$ cat src/design/atou64_pkg.sv
package atou64_pkg;

  // Field widths
  localparam int unsigned CHAR_W      = 8;
  localparam int unsigned RADIX_W     = 6;
  localparam int unsigned VALUE_W     = 64;
  localparam int unsigned OFFSET_W    = 16;
  localparam int unsigned OUT_TDATA_W = VALUE_W + OFFSET_W;
  localparam int unsigned OUT_TUSER_W = 2;

  localparam longint unsigned POSITION_LIMIT_DEF = 65535;

  // Character codes
  localparam logic [CHAR_W-1:0] CH_TAB   = 8'h09;
  localparam logic [CHAR_W-1:0] CH_CR    = 8'h0D;
  localparam logic [CHAR_W-1:0] CH_SPACE = 8'h20;
  localparam logic [CHAR_W-1:0] CH_PLUS  = 8'h2B;
  localparam logic [CHAR_W-1:0] CH_MINUS = 8'h2D;
  localparam logic [CHAR_W-1:0] CH_ZERO  = 8'h30;
  localparam logic [CHAR_W-1:0] CH_NINE  = 8'h39;
  localparam logic [CHAR_W-1:0] CH_UA    = 8'h41;
  localparam logic [CHAR_W-1:0] CH_UX    = 8'h58;
  localparam logic [CHAR_W-1:0] CH_UZ    = 8'h5A;
  localparam logic [CHAR_W-1:0] CH_LA    = 8'h61;
  localparam logic [CHAR_W-1:0] CH_LX    = 8'h78;
  localparam logic [CHAR_W-1:0] CH_LZ    = 8'h7A;

  // Bases; DIGIT_NONE is never below any 6-bit base
  localparam logic [RADIX_W-1:0] BASE_AUTO  = 6'd0;
  localparam logic [RADIX_W-1:0] BASE_OCT   = 6'd8;
  localparam logic [RADIX_W-1:0] BASE_DEC   = 6'd10;
  localparam logic [RADIX_W-1:0] BASE_HEX   = 6'd16;
  localparam logic [RADIX_W-1:0] DIGIT_NONE = '1;
  localparam logic [RADIX_W-1:0] LETTER_OFS = 6'd10;

  typedef enum logic [5:0] {
    PH_IDLE   = 6'b000001,
    PH_LEAD   = 6'b000010,
    PH_SIGNED = 6'b000100,
    PH_ZERO   = 6'b001000,
    PH_DIGITS = 6'b010000,
    PH_DONE   = 6'b100000
  } phase_t;

  typedef enum logic [1:0] {
    DS_NONE     = 2'd0,
    DS_DIGITS   = 2'd1,
    DS_OVERFLOW = 2'd2
  } dstat_t;

  typedef struct packed {
    logic [VALUE_W-1:0]  value;
    logic [OFFSET_W-1:0] end_offset;
    logic                converted;
    logic                range_error;
  } result_t;

  // Value of a digit or letter, DIGIT_NONE for anything else
  function automatic logic [RADIX_W-1:0] digit_value(input logic [CHAR_W-1:0] ch);
    logic [RADIX_W-1:0] d;
    d = DIGIT_NONE;
    if (ch >= CH_ZERO && ch <= CH_NINE) begin
      d = RADIX_W'(ch - CH_ZERO);
    end else if (ch >= CH_UA && ch <= CH_UZ) begin
      d = RADIX_W'(ch - CH_UA) + LETTER_OFS;
    end else if (ch >= CH_LA && ch <= CH_LZ) begin
      d = RADIX_W'(ch - CH_LA) + LETTER_OFS;
    end
    return d;
  endfunction

endpackage

$ cat src/design/ascii_to_unsigned64_parser.sv
// ASCII to unsigned 64-bit parser, strtoull style, one character per word.
// Input channel: in_tdata carries the character byte, in_tuser[0] flags the
//   first character of a new string and restarts the parse.
// Config channel: cfg_data is the radix (0 = detect from prefix); the user must write it
//   only while idle (unenforced). cfg_ready is always high. The radix is sampled at start.
// Result channel: at most one word per string, on the first character that is not
//   taken (NUL always ends). tdata = value, end offset; tuser = converted,
//   range error. Characters after the result are dropped until next start.
// Capture: the result goes into the output register, or the skid register if that is full,
//   when the ending character is accepted. Throughput: one character per cycle while
//   in_tready is high, set by the single per-character 64x6 multiply-add on the accumulator.
// Stall: an output register plus a skid register hold up to two results;
//   in_tready drops only while both are full.
// Reset: radix 0, parser idle, characters ignored until a start word,
//   output channel empty.
module ascii_to_unsigned64_parser #(
  parameter longint unsigned POSITION_LIMIT = atou64_pkg::POSITION_LIMIT_DEF
) (
  input  logic                                clk,
  input  logic                                rst_n,
  input  logic                                in_tvalid,
  output logic                                in_tready,
  input  logic [atou64_pkg::CHAR_W-1:0]       in_tdata,   // [7:0] char_code
  input  logic [0:0]                          in_tuser,   // [0] start_of_string
  output logic                                out_tvalid,
  input  logic                                out_tready,
  output logic [atou64_pkg::OUT_TDATA_W-1:0]  out_tdata,  // [63:0] value, [79:64] end_offset
  output logic [atou64_pkg::OUT_TUSER_W-1:0]  out_tuser,  // [0] converted, [1] range_error
  input  logic                                cfg_valid,
  output logic                                cfg_ready,
  input  logic [atou64_pkg::RADIX_W-1:0]      cfg_data
);
  import atou64_pkg::*;

  localparam int POS_W = $clog2(POSITION_LIMIT + 1);
  localparam int EXT_W = (POS_W > OFFSET_W) ? POS_W : OFFSET_W;
  localparam int PROD_W = VALUE_W + RADIX_W;
  localparam logic [POS_W-1:0] POS_MAX = POS_W'(POSITION_LIMIT);
  localparam logic [EXT_W-1:0] OFS_MAX = EXT_W'({OFFSET_W{1'b1}});

  // Parser state
  logic [RADIX_W-1:0] radix_r;
  phase_t             phase_r, phase_cur, phase_nxt;
  logic [VALUE_W-1:0] acc_r, acc_cur, acc_nxt;
  logic               neg_r, neg_cur, neg_nxt;
  dstat_t             st_r, st_cur, st_nxt;
  logic [RADIX_W-1:0] base_r, base_cur, base_nxt;
  logic [POS_W-1:0]   pos_r, pos_cur, pos_nxt;

  // Digit step operands and results
  logic [CHAR_W-1:0]  ch;
  logic               is_ws;
  logic               zero_lead;
  logic [RADIX_W-1:0] base_in;
  logic [VALUE_W-1:0] acc_in;
  dstat_t             st_in;
  logic [RADIX_W-1:0] dval;
  logic               dig_ok;
  logic [PROD_W-1:0]  prod;
  logic [VALUE_W-1:0] acc_t;
  dstat_t             st_t;

  logic               in_fire;
  logic               emit;
  logic [EXT_W-1:0]   pos_ext;
  result_t            res;

  // Output buffering
  result_t            out_r, skid_r;
  logic               out_valid_r, skid_valid_r;
  logic               out_pop;

  assign cfg_ready = 1'b1;
  assign in_tready = !skid_valid_r;
  assign in_fire   = in_tvalid && in_tready;
  assign out_pop   = out_valid_r && out_tready;
  assign ch        = in_tdata;

  // Radix register
  always_ff @(posedge clk) begin
    if (!rst_n) begin
      radix_r <= BASE_AUTO;
    end else if (cfg_valid && cfg_ready) begin
      radix_r <= cfg_data;
    end
  end

  // State as seen by this character, after a possible restart
  always_comb begin
    phase_cur = phase_r;
    acc_cur   = acc_r;
    neg_cur   = neg_r;
    st_cur    = st_r;
    base_cur  = base_r;
    pos_cur   = pos_r;
    if (in_tuser[0]) begin
      phase_cur = PH_LEAD;
      acc_cur   = '0;
      neg_cur   = 1'b0;
      st_cur    = DS_NONE;
      base_cur  = radix_r;
      pos_cur   = '0;
    end
  end

  // Digit step: resolve base, multiply-add, overflow check
  always_comb begin
    is_ws     = (ch >= CH_TAB && ch <= CH_CR) || ch == CH_SPACE;
    zero_lead = (base_cur == BASE_AUTO || base_cur == BASE_HEX) && ch == CH_ZERO;

    case (phase_cur)
      PH_ZERO:             base_in = (base_cur == BASE_AUTO) ? BASE_OCT : base_cur;
      PH_LEAD, PH_SIGNED:  base_in = (base_cur == BASE_AUTO) ? BASE_DEC : base_cur;
      default:             base_in = base_cur;
    endcase

    // after a lone leading zero, that zero counts as one converted digit
    acc_in = (phase_cur == PH_ZERO) ? '0 : acc_cur;
    st_in  = (phase_cur == PH_ZERO) ? DS_DIGITS : st_cur;

    dval   = digit_value(ch);
    dig_ok = (base_in != BASE_AUTO) && (dval < base_in);
    prod   = PROD_W'(acc_in) * PROD_W'(base_in) + PROD_W'(dval);

    acc_t = acc_in;
    st_t  = st_in;
    if (dig_ok && st_in != DS_OVERFLOW) begin
      if (|prod[PROD_W-1:VALUE_W]) begin
        acc_t = '1;
        st_t  = DS_OVERFLOW;
      end else begin
        acc_t = prod[VALUE_W-1:0];
        st_t  = DS_DIGITS;
      end
    end
  end

  // Phase sequencing
  always_comb begin
    phase_nxt = phase_cur;
    acc_nxt   = acc_cur;
    neg_nxt   = neg_cur;
    st_nxt    = st_cur;
    base_nxt  = base_cur;
    emit      = 1'b0;

    unique case (phase_cur)
      PH_LEAD, PH_SIGNED: begin
        if (phase_cur == PH_LEAD && is_ws) begin
          phase_nxt = PH_LEAD;
        end else if (phase_cur == PH_LEAD && ch == CH_MINUS) begin
          neg_nxt   = 1'b1;
          phase_nxt = PH_SIGNED;
        end else if (phase_cur == PH_LEAD && ch == CH_PLUS) begin
          phase_nxt = PH_SIGNED;
        end else if (zero_lead) begin
          phase_nxt = PH_ZERO;
        end else begin
          base_nxt  = base_in;
          acc_nxt   = acc_t;
          st_nxt    = st_t;
          phase_nxt = dig_ok ? PH_DIGITS : PH_DONE;
          emit      = !dig_ok;
        end
      end
      PH_ZERO: begin
        if (ch == CH_LX || ch == CH_UX) begin
          base_nxt  = BASE_HEX;
          phase_nxt = PH_DIGITS;
        end else begin
          base_nxt  = base_in;
          acc_nxt   = acc_t;
          st_nxt    = st_t;
          phase_nxt = dig_ok ? PH_DIGITS : PH_DONE;
          emit      = !dig_ok;
        end
      end
      PH_DIGITS: begin
        acc_nxt   = acc_t;
        st_nxt    = st_t;
        phase_nxt = dig_ok ? PH_DIGITS : PH_DONE;
        emit      = !dig_ok;
      end
      PH_IDLE, PH_DONE: begin
        phase_nxt = phase_cur;
      end
      default: begin
        phase_nxt = PH_IDLE;
      end
    endcase

    // position advances while a parse is live, saturating
    pos_nxt = pos_cur;
    if (phase_nxt != PH_IDLE && phase_nxt != PH_DONE && pos_cur < POS_MAX) begin
      pos_nxt = pos_cur + POS_W'(1);
    end
  end

  // Result word
  always_comb begin
    pos_ext         = EXT_W'(pos_cur);
    res.value       = (neg_cur && st_t == DS_DIGITS) ? ('0 - acc_t) : acc_t;
    res.converted   = (st_t != DS_NONE);
    res.range_error = (st_t == DS_OVERFLOW);
    if (st_t == DS_NONE) begin
      res.end_offset = '0;
    end else if (pos_ext > OFS_MAX) begin
      res.end_offset = '1;
    end else begin
      res.end_offset = pos_ext[OFFSET_W-1:0];
    end
  end

  // State registers
  always_ff @(posedge clk) begin
    if (!rst_n) begin
      phase_r <= PH_IDLE;
      acc_r   <= '0;
      neg_r   <= 1'b0;
      st_r    <= DS_NONE;
      base_r  <= BASE_AUTO;
      pos_r   <= '0;
    end else if (in_fire) begin
      phase_r <= phase_nxt;
      acc_r   <= acc_nxt;
      neg_r   <= neg_nxt;
      st_r    <= st_nxt;
      base_r  <= base_nxt;
      pos_r   <= pos_nxt;
    end
  end

  // Output register with skid stage
  always_ff @(posedge clk) begin
    if (!rst_n) begin
      out_valid_r  <= 1'b0;
      skid_valid_r <= 1'b0;
    end else if (out_pop) begin
      // skid word moves up, or a fresh word takes the freed slot
      out_valid_r  <= skid_valid_r || (in_fire && emit);
      skid_valid_r <= 1'b0;
    end else if (in_fire && emit) begin
      if (!out_valid_r) begin
        out_valid_r <= 1'b1;
      end else begin
        skid_valid_r <= 1'b1;
      end
    end
  end

  always_ff @(posedge clk) begin
    if (out_pop && skid_valid_r) begin
      out_r <= skid_r;
    end else if (in_fire && emit && (!out_valid_r || out_pop)) begin
      out_r <= res;
    end
    if (in_fire && emit && out_valid_r && !out_pop) begin
      skid_r <= res;
    end
  end

  assign out_tvalid = out_valid_r;
  assign out_tdata  = {out_r.end_offset, out_r.value};
  assign out_tuser  = {out_r.range_error, out_r.converted};

endmodule

$ cat config.mk
export PLATFORM = sky130hd
export DESIGN_NAME = ascii_to_unsigned64_parser
export DESIGN_NICKNAME = d
export VERILOG_FILES = /design/src/design/atou64_pkg.sv /design/src/design/ascii_to_unsigned64_parser.sv
export SDC_FILE = /design/constraint.sdc
export NUM_CORES = 2
export LEC_CHECK = 0
export BUFFER_PORTS_ARGS = -buffer_cell sky130_fd_sc_hd__buf_4
export CORE_MARGIN = 10
export CORE_UTILIZATION = 50
export DETAILED_ROUTE_END_ITERATION = 6
export GPL_ROUTABILITY_DRIVEN = 0
export GPL_TIMING_DRIVEN = 0
export PLACE_DENSITY = 0.67
export SYNTH_ARGS = -nofsm -noshare
export SYNTH_HDL_FRONTEND = slang
export SYNTH_SLANG_ARGS = --single-unit
$ cat constraint.sdc
create_clock -name clk -period 19.3 [get_ports clk]
set_clock_uncertainty 0.05 [all_clocks]
set_input_delay 3.86 -clock clk [delete_from_list [all_inputs] [get_ports clk]]
set_output_delay 3.86 -clock clk [all_outputs]
set_load 0.01 [all_outputs]
### Yosys cells after proc, flatten, opt, wreduce, memory -nomap -nowiden

Cells that the tools add are included.

| storage, ports and cells | value |
|---|---|
| register bits | 267 |
| input bits | 20 |
| output and inout bits | 85 |
| word-level logic and storage cells | 156 |

| operators by class | value |
|---|---|
| add/subtract/negate cells | 8 |
| $mul | 1 |
| magnitude comparators | 11 |
| equal/unequal tests | 18 |
| muxes and demuxes | 60 |
| bitwise gates (word level) | 1 |
| reduce and logical (&&, ||, !) cells | 40 |

Operator list:

| cell | count |
|---|---|
| $mux W64 | 10 |
| $pmux W64 S3 | 1 |
| $mux W82 | 2 |
| $mux W6 | 18 |
| $add A70 B6 Y70 | 1 |
| $mul A64 B6 Y70 | 1 |
| $mux W16 | 4 |
| $sub A1 B64 Y64 const A | 1 |
| $eq A8 B6 Y1 const B | 4 |
| $pmux W6 S2 | 2 |
| $pmux W6 S4 | 1 |
| $logic_and A1 B1 Y1 | 20 |
| $mux W2 | 9 |
| $add A16 B1 Y16 const B | 1 |
| $eq A8 B7 Y1 const B | 2 |
| $ge A8 B7 Y1 const B | 2 |
| $gt A16 B16 Y1 const B | 1 |
| $le A8 B7 Y1 const B | 2 |
| $lt A16 B16 Y1 const B | 1 |
| $add A6 B4 Y6 const B | 2 |
| $eq A6 B5 Y1 const B | 2 |
| $sub A6 B6 Y6 const B | 2 |
| $mux W1 | 11 |
| $ge A8 B4 Y1 const B | 1 |
| other kinds (27) | 38 |

### Longest topological paths before layout

| logic depth | value |
|---|---|
| depth after elaboration | 17 |
| mapped depth | 45 |
| gate-level depth less buffers | 34 |

### Worst setup path before layout

Ideal clock, no wire load.

| timing | value |
|---|---|
| kind | input-to-reg |
| start | in in_tuser |
| end | reg out_r, in the netlist out_tdata[48] (data pin) |
| library setup time | 0.260 ns |
| data arrival time | 14.045 ns |
| required time | 18.990 ns |
| path slack | 4.945 ns |
| cell stages on the path | 44 |
| path buffers | 15 |
| cells stage by stage | buf_2 buf_2 nor4_2 a31oi_1 clkbuf_1 clkbuf_1 clkbuf_1 clkbuf_1 clkbuf_1 buf_1 clkbuf_1 clkbuf_1 nand3_1 fa_1 fa_1 inv_1 fa_1 inv_1 [... 8 more ...] o311a_1 a211oi_4 o2111a_2 buf_6 clkbuf_1 clkbuf_1 nand2b_1 a21oi_1 ha_1 and3_1 a22oi_1 a211oi_4 and3_1 buf_2 buf_4 a41oi_1 xor2_1 mux2_2 |

RTL lines:

| item | RTL line | text |
|---|---|---|
| start, declared | ascii_to_unsigned64_parser.sv:24 | `input logic [0:0] in_tuser,` |
| end signal, assigned | ascii_to_unsigned64_parser.sv:253 | `out_r <= skid_r;` |
| end signal, assigned | ascii_to_unsigned64_parser.sv:255 | `out_r <= res;` |
| end, declared | ascii_to_unsigned64_parser.sv:69 | `result_t out_r, skid_r;` |

==> reports/metrics.cfg <==
[outcome]
status = finished, final reports clean

[timing]
max_freq_mhz = 53.9
drv_slew = 0
min_period_ns = 18.56
worst_slack_ns = 0.740
hold_viol = 0
period_share = 0.962
relSlewSlack = 0.156
rsz0062_at_grt = false
tightestPinTransition_ns = 1.26
final-setup-viol-count = 0
hold_ws_ns = 0.438

[yosys]
yosysMostFrequentCell = nor2_1
netlist_area_sq_um = 28100
syn_inst = 3113
synth.top_cells.by_count = nor2_1 (337), nand2_1 (327), and2_1 (271), fa_1 (252), o21ai_0 (183)
yosysWarnings = 0
synth_area_leader_cell = fa_1
ys_ff_latch = 267
ys_async_sr_fraction = 0
synth.area.top_cells = fa_1 (18%), edfxtp_1 (18%), dfxtp_1 (7.3%)
synth_area_per_cell_sq_um = 9.03
synth_edf_count = 164
yosysSeqAreaShare = 0.248
synth_cell_types = 106
synthesis.nets = 3547
yosysTopAreaCellShare = 0.179
yosys_most_used_dff = edfxtp_1

[global_routing]
grt_usage = 0.297
grtUsageMet3 = 0.104
met1_usage = 0.387
top_usage_layer = met2
antenna_found_initial = 2
grt_pass1_wl_mm = 154
first_global_vias = 25100
gr-total-overflow = 0
grt_max_degree = 52
met2_usage = 0.431

[worst_setup_path]
worstPathRequired_ns = 19.53
arrival_ns = 18.79
crit_type = in2reg
cp_top_family = buffers and inverters
slowest_delay_ns = 0.62
path_max_fanout = 19
start_kind = primary input
critPathSlowestCell = xor2_2
crit_buf_inv = 17
crit_path_frequent_cell = clkbuf_1
end_kind = flop

[worst_hold_path]
hold_class = reg2reg

[drt]
drtAntennaViolNets = 0
vias = 25400
avgViaCountPerCell = 6.33
firstDrtPassIters = 6
drt_iter0_markers = 3354
drc = 0
wl_per_cell_um = 25.0
wl_mm = 100

[clock_network]
clock_sinks = 267
cts_buffers = 25
clockRootBuffer = clkbuf_16
ctsLongestPathBuffers = 3
clkTransAtPathRegs_ns = 0.07
tritoncts = yes
clk_latency_ns = 0.54
htree_levels = 1

[place]
dpl_cell_area_sq_um = 29900
port_buffers = 100
dp_hpwl_mm = 81.9
place_ws_ns = -0.442

[floorplanning]
initial_core_util = 0.507
fp.dieW_um = 257
top_level_ports = 105
core_sq_um = 55400
num_rows = 86
floorplan.die_area_sq_um = 66100
die_h_um = 257

[layout]
area_growth_pct = 9.57
fin_nets = 3677
drive_gt1_frac = 0.102
final_area_sq_um = 30800

[run]
cap_violations = 0

[pwr]
power.leakage_nw = 13.4
vdd_ir_drop_max_mv = 0.0844
power_mw = 1.47
power_density_nw_per_um2 = 47.7

## cells in the final DEF, fill, tap and decap left out, types with 43 or more instances in the layout
master / count
clkbuf_1: 119
dfxtp_1: 103
xnor2_1: 77
nand4_1: 43
inv_1: 70
buf_4: 111
nand3_1: 43
xor2_1: 59
mux2_2: 59
and2_1: 271
nor2_1: 337
edfxtp_1: 164
o21ai_0: 182
nand2_1: 327
fa_1: 252
nor2b_1: 59
a21oi_1: 176
ha_1: 162
a21boi_0: 46
## sequential cells by signal, indices dropped and copies added (netlist names)
signal	flops
skid_r	82
out_tvalid	1
base_r	6
pos_r	16
acc_r	64
skid_valid_r	1
out_tuser	2
phase_r	6
neg_r	1
st_r	2
out_tdata	80
radix_r	6
## worst paths after layout
| kind | start | end | slack [ns] | cells past startpoint |
|---|---|---|---|---|
| max | in_tuser | out_tdata[48] | 0.74 | 43 |
| min | acc_r[20] | acc_r[20] | 0.44 | 2 |
| max reg2reg | phase_r[3] | out_tdata[48] | 4.02 | 42 |
| min reg2reg | acc_r[20] | acc_r[20] | 0.44 | 2 |
## through the flow
stage,std cells,util,setup TNS (ns)
after global placement,3961,0.538,-5.73
after floorplan,3113,-,0
final,4012,0.556,0
after global routing,4011,0.556,0
after detailed placement,3964,0.539,-7.30
after CTS,4009,0.556,0
## report_power, final
| group | leakage (nW) | switching [mW] | internal [mW] |
|---|---|---|---|
| logic | 10.7 | 0.201 | 0.0845 |
| registers | 2.26 | 0.00798 | 0.623 |
| clock network | 0.431 | 0.222 | 0.331 |
| total | 13.4 | 0.431 | 1.04 |
## timing repair
item,in CTS,in global routing
hold buffers,0,0
buffers inserted,0,0
setup endpoints to repair,0,47
gates resized for setup,0,5
hold endpoints to repair,0,0
## area by class of cell
type                    count  area [sq um]
fillers                  5027         24600
multi-input cells        2586         20000
flip-flops and latches    267          6990
well taps                 748           936
plain buffers             188           858
repair buffers            104           826
clock buffers              28           637
inverters                  71           267
clock inverters            17           263
diodes                      3          7.51
## logic make-up (layout without fill, tap and decap cells)
kind of cell / Yosys count / count (layout) / share of synthesized area
AOI/OAI and AO/OA: 699 / 699 / 0.164
xor gates and xnor gates: 137 / 137 / 0.0429
adders and majority gates: 414 / 414 / 0.251
buffers and inverters: 260 / 408 / 0.0400
DFF: 267 / 267 / 0.248
muxes: 76 / 76 / 0.0297
other: 1 / 4 / 0.000133
and+or+nand+nor: 1259 / 1259 / 0.223
## routing by layer
layer,up-vias,part of all wire
li1,11200,-
met3,360,0.14
met5,-,0
met1,12100,0.40
met4,0,0.056
met2,1746,0.41
## worst register-to-register path: cells and delay by family (launching register included)
| family | cells | cell delay (ns) |
|---|---|---|
| buffers and inverters | 16 | 5.90 |
| AO/OA/AOI/OAI | 11 | 3.57 |
| adder cells (fa/ha/maj) | 6 | 2.81 |
| AND/OR/NAND/NOR | 6 | 1.23 |
| XOR/XNOR | 2 | 0.86 |
| flip-flops | 1 | 0.30 |
| multiplexers | 1 | 0.29 |
No activity file was read; power rests on OpenSTA's default activity.
